$ cat src/hw/rtl/gsa_ram.sv
module gsa_ram #(
  parameter int WIDTH = 8,
  parameter int DEPTH = 256
) (
  input  logic                     clk,
  input  logic                     we,
  input  logic [$clog2(DEPTH)-1:0] waddr,
  input  logic [WIDTH-1:0]         wdata,
  input  logic                     re,
  input  logic [$clog2(DEPTH)-1:0] raddr,
  output logic [WIDTH-1:0]         rdata
);

  logic [WIDTH-1:0] mem [DEPTH];

  always_ff @(posedge clk) begin
    if (we) begin
      mem[waddr] <= wdata;
    end
    if (re) begin
      rdata <= mem[raddr];
    end
  end

endmodule

$ cat config.mk
export PLATFORM = sky130hd
export DESIGN_NAME = gsa_ram
export DESIGN_NICKNAME = d
export VERILOG_FILES = /design/src/hw/rtl/gsa_ram.sv
export SDC_FILE = /design/constraint.sdc
export NUM_CORES = 2
export LEC_CHECK = 0
export BUFFER_PORTS_ARGS = -buffer_cell sky130_fd_sc_hd__buf_4
export CAP_MARGIN = 20
export CELL_PAD_IN_SITES_DETAIL_PLACEMENT = 1
export CELL_PAD_IN_SITES_GLOBAL_PLACEMENT = 1
export CORE_MARGIN = 2
export CORE_UTILIZATION = 51
export CTS_CLUSTER_SIZE = 20
export DETAILED_ROUTE_END_ITERATION = 10
export GPL_TIMING_DRIVEN = 0
export PLACE_DENSITY_LB_ADDON = 0.08
export SLEW_MARGIN = 20
export SYNTH_ARGS = -nofsm -noshare
export SYNTH_HDL_FRONTEND = slang
export SYNTH_SLANG_ARGS = --single-unit
export TNS_END_PERCENT = 1
$ cat constraint.sdc
create_clock -name clk -period 2.5 [get_ports clk]
set_clock_uncertainty 0.2 [all_clocks]
set_input_delay 0.375 -clock clk [delete_from_list [all_inputs] [get_ports clk]]
set_output_delay 0.375 -clock clk [all_outputs]
set_load 0.01 [all_outputs]
==> impl_metrics.yaml <==
timing:
  rsz0062_at_grt: "yes"
  worstMarginPinSlew_ps: 1376
  setup_slack_ps: -377.9
  setup_viol: 344
  finalCritPeriodShare_pct: 115.1
  max_slew_margin_pct: 8.289
  tns_ps: -24120
  fmax_ghz: 0.3475
  period_minus_slack_ps: 2878
  timing.hold.ws_ps: 172.7
  finalHoldViolCount: 0
  finalMaxSlewViolations: 0
die:
  dieArea_um2: 159300
  io_pins: 35
  coreArea_um2: 155700
  die_w_um: 399.2
  fp-row-count: 145
  die_height_um: 399.2
  initial_core_util_pct: 51.16
power:
  power_density_nw_per_um2: 798.4
  vdd_drop_max_uv: 843.7
  finalPower_mw: 73.74
  p_leak_nw: 28.54
setup_path:
  worstSetupPathType: "in -> reg"
  cp-end-kind: "register"
  cp_max_fo: 11
  worst-endpoint-arrival_ps: 3240
  r2r_setup_slack_ps: -330
  reg2reg_to: "rdata[0]"
  worstPathRequired_ps: 2870
  timing.rr.start: "mem[76][0]"
  start_kind: "primary input"
  r2r_cells: 6
global_route:
  grt.total_usage_pct: 32.66
  grt-ovfl-total: 0
  grt_max_degree: 137
  grt_pass1_vias: 42480
  grt_pass1_wl_mm: 350.4
  antenna_found_initial: 12
layout:
  fillers: 12860
  syn2layout_area_growth_pct: 15.99
  drive_gt1_share_pct: 30.81
  nets: 4040
  final_cells: 6263
  multi_input_area_um2: 17930
  final-seq-area_um2: 61740
  final_core_util_pct: 59.34
synth:
  syn_nets: 3760
  synth_xor_area_share_pct: 0
  synth-main-ff-cell: "edfxtp_1"
  netlist_instances: 3733
  async_flop_share_pct: 0
  ys_ff_latch: 2056
  synth_compound_area_share_pct: 3.416
  synth_edf_count: 2056
  synth_warnings: 0
  synth_fa_ha_area_share_pct: 0
  synthTopCellsByArea: "edfxtp_1 78%, mux4_2 13%, mux2i_1 1.7%"
  yosys.area_share.simple_pct: 2.625
  syn_area_um2: 79640
  synthMuxAreaShare_pct: 14.60
  synth_top_area_share_pct: 77.53
  ys_seq_area_share_pct: 77.53
  synth_top_family_by_area: "multiplexers"
  syn-mean-instance-area_um2: 21.33
  synth_cell_types: 54
  yosysTopAreaCell: "edfxtp_1"
clock_network:
  path_clk_slew_ps: 60
  cts-buffers-inserted: 210
  clk_latency_ps: 860
  cts.sinks: 2056
  cts_root_buffer: "clkbuf_16"
  cts_tree: "done"
  cts_buffer_depth: 3
  cts_max_level: 4
worst_hold_path:
  hold_class: "in -> reg"
  min_path_cells: 2
  worstHoldEndpoint: "rdata[7]"
  hp-start: "re"
route:
  num_vias: 41820
  ant_nets: 0
  post_drt_wl_per_cell_um: 40.87
  wl_mm: 256.0
  dr.pass1.iters: 6
  routed_via_density: 6.677
  drt_iter0_markers: 5867
  drcViolationCount: 0
status:
  violations: "setup timing"
  status: "finished with violations"
placement:
  dp_hpwl_mm: 176.7
  portBuffers: 27
  dpl.cell_count: 5849
  place.gp.congestion: 0.9423
flow_run:
  drv_cap: 0
flip-flops by register name, indices dropped and copies added (netlist names):
register and count:
rdata 8, mem 2048
where the power goes:
| part | switching, mW | total, mW | leakage [nW] | internal (mW) |
|---|---|---|---|---|
| registers | 0.0243 | 38.0 | 18.5 | 38.0 |
| logic | 3.13 | 4.64 | 6.77 | 1.51 |
| clock network | 13.3 | 31.1 | 3.28 | 17.7 |
placed cells by master (no fill, tap or decap), types with 11 or more instances in the layout:
cell type	synthesis	routed
a21oi_1	96	72
nor2_2	0	117
buf_4	27	53
buf_6	21	25
o221ai_1	46	33
mux2i_1	134	134
buf_12	8	30
buf_8	13	26
nor3_4	0	11
nand2_1	33	33
diode_2	0	11
clkbuf_2	0	42
clkinvlp_4	0	14
clkbuf_16	0	212
bufinv_16	0	21
nor2b_1	31	25
clkinv_1	1	49
a211oi_2	0	12
buf_2	31	16
o22ai_1	28	27
edfxtp_1	2056	2056
mux4_2	454	454
buf_16	0	29
clkbuf_4	0	32
clkbuf_1	111	66
nor4_4	0	20
a22oi_1	133	125
a21oi_2	0	20
nor2_4	0	11
nor2_1	282	154
nand3_1	34	28
clkinv_2	0	41
o221ai_2	1	14
synthesized netlist by cell type, types with 13 or more instances:
master    count
a22oi_1     133
buf_8        13
buf_4        27
clkbuf_1    111
a21oi_1      96
nor2_1      282
o221ai_1     46
mux4_2      454
o22ai_1      28
mux2i_1     134
nand3_1      34
a221oi_1     13
nor2b_1      31
buf_1        22
nand2_1      33
buf_6        21
nor4_1       24
edfxtp_1   2056
a211oi_1     16
buf_2        31
nor3_1       22
worst max path at each step:
stage | cells after the start | endpoint | from | slack (ps)
CTS | 6 | rdata[5] | mem[26][5] | -290
floorplan | 9 | rdata[0] | raddr[0] | -30
finish | 9 | rdata[5] | raddr[1] | -380
global route | 7 | rdata[5] | mem[211][5] | -340
global placement | 9 | rdata[4] | raddr[4] | -3430
detailed placement | 9 | rdata[5] | raddr[2] | -2800
layout make-up:
cell class                 count  share of cell area, %
antenna                       11                0.02980
buffer                       230                  2.349
clock buffer                 254                  5.914
clock inverter               139                  1.388
inverter                       2                0.01219
multi-input combinational   1442                  19.41
sequential                  2056                  66.84
tap                         2058                  2.788
timing repair buffer          71                  1.271
cells by family (layout without fill, tap and decap cells):
kind of cell | after synthesis | after routing
flip-flops | 2056 | 2056
AO/OA/AOI/OAI | 385 | 385
multiplexers | 591 | 591
buffers and inverters | 235 | 696
AND/OR/NAND/NOR | 466 | 466
other | 0 | 11
per-layer routing:
| metal | global-route usage [%] | wire length, µm |
|---|---|---|
| met3 | 7.180 | 22590 |
| met2 | 50.44 | 120200 |
| met1 | 44.88 | 99780 |
| met4 | 15.10 | 13360 |
| met5 | 0 | 80 |
critical path, cell delays in order:
cell	delay, ps
buf_2	170
buf_8	260
buf_4	300
buf_4	420
mux4_2	370
mux2i_1	320
o221ai_1	260
a211oi_2	560
nor4_4	140
stage by stage:
step	cell area, µm²	worst slack [ps]
after floorplan	79910	-32.40
after global placement	82690	-3433
after detailed placement	83630	-2802
after CTS	91990	-289.4
after global routing	92340	-336.2
final	92370	-377.9
repair_timing:
item / CTS / global route
endpoints found under the setup margin: 1352 / 383
buffers inserted: 4 / 0
pin swaps: 26 / 28
gates resized for setup: 399 / 103
hold buffers: 9 / 0
endpoints found under the hold margin: 522 / 0
(Power assumes the default switching activity.)
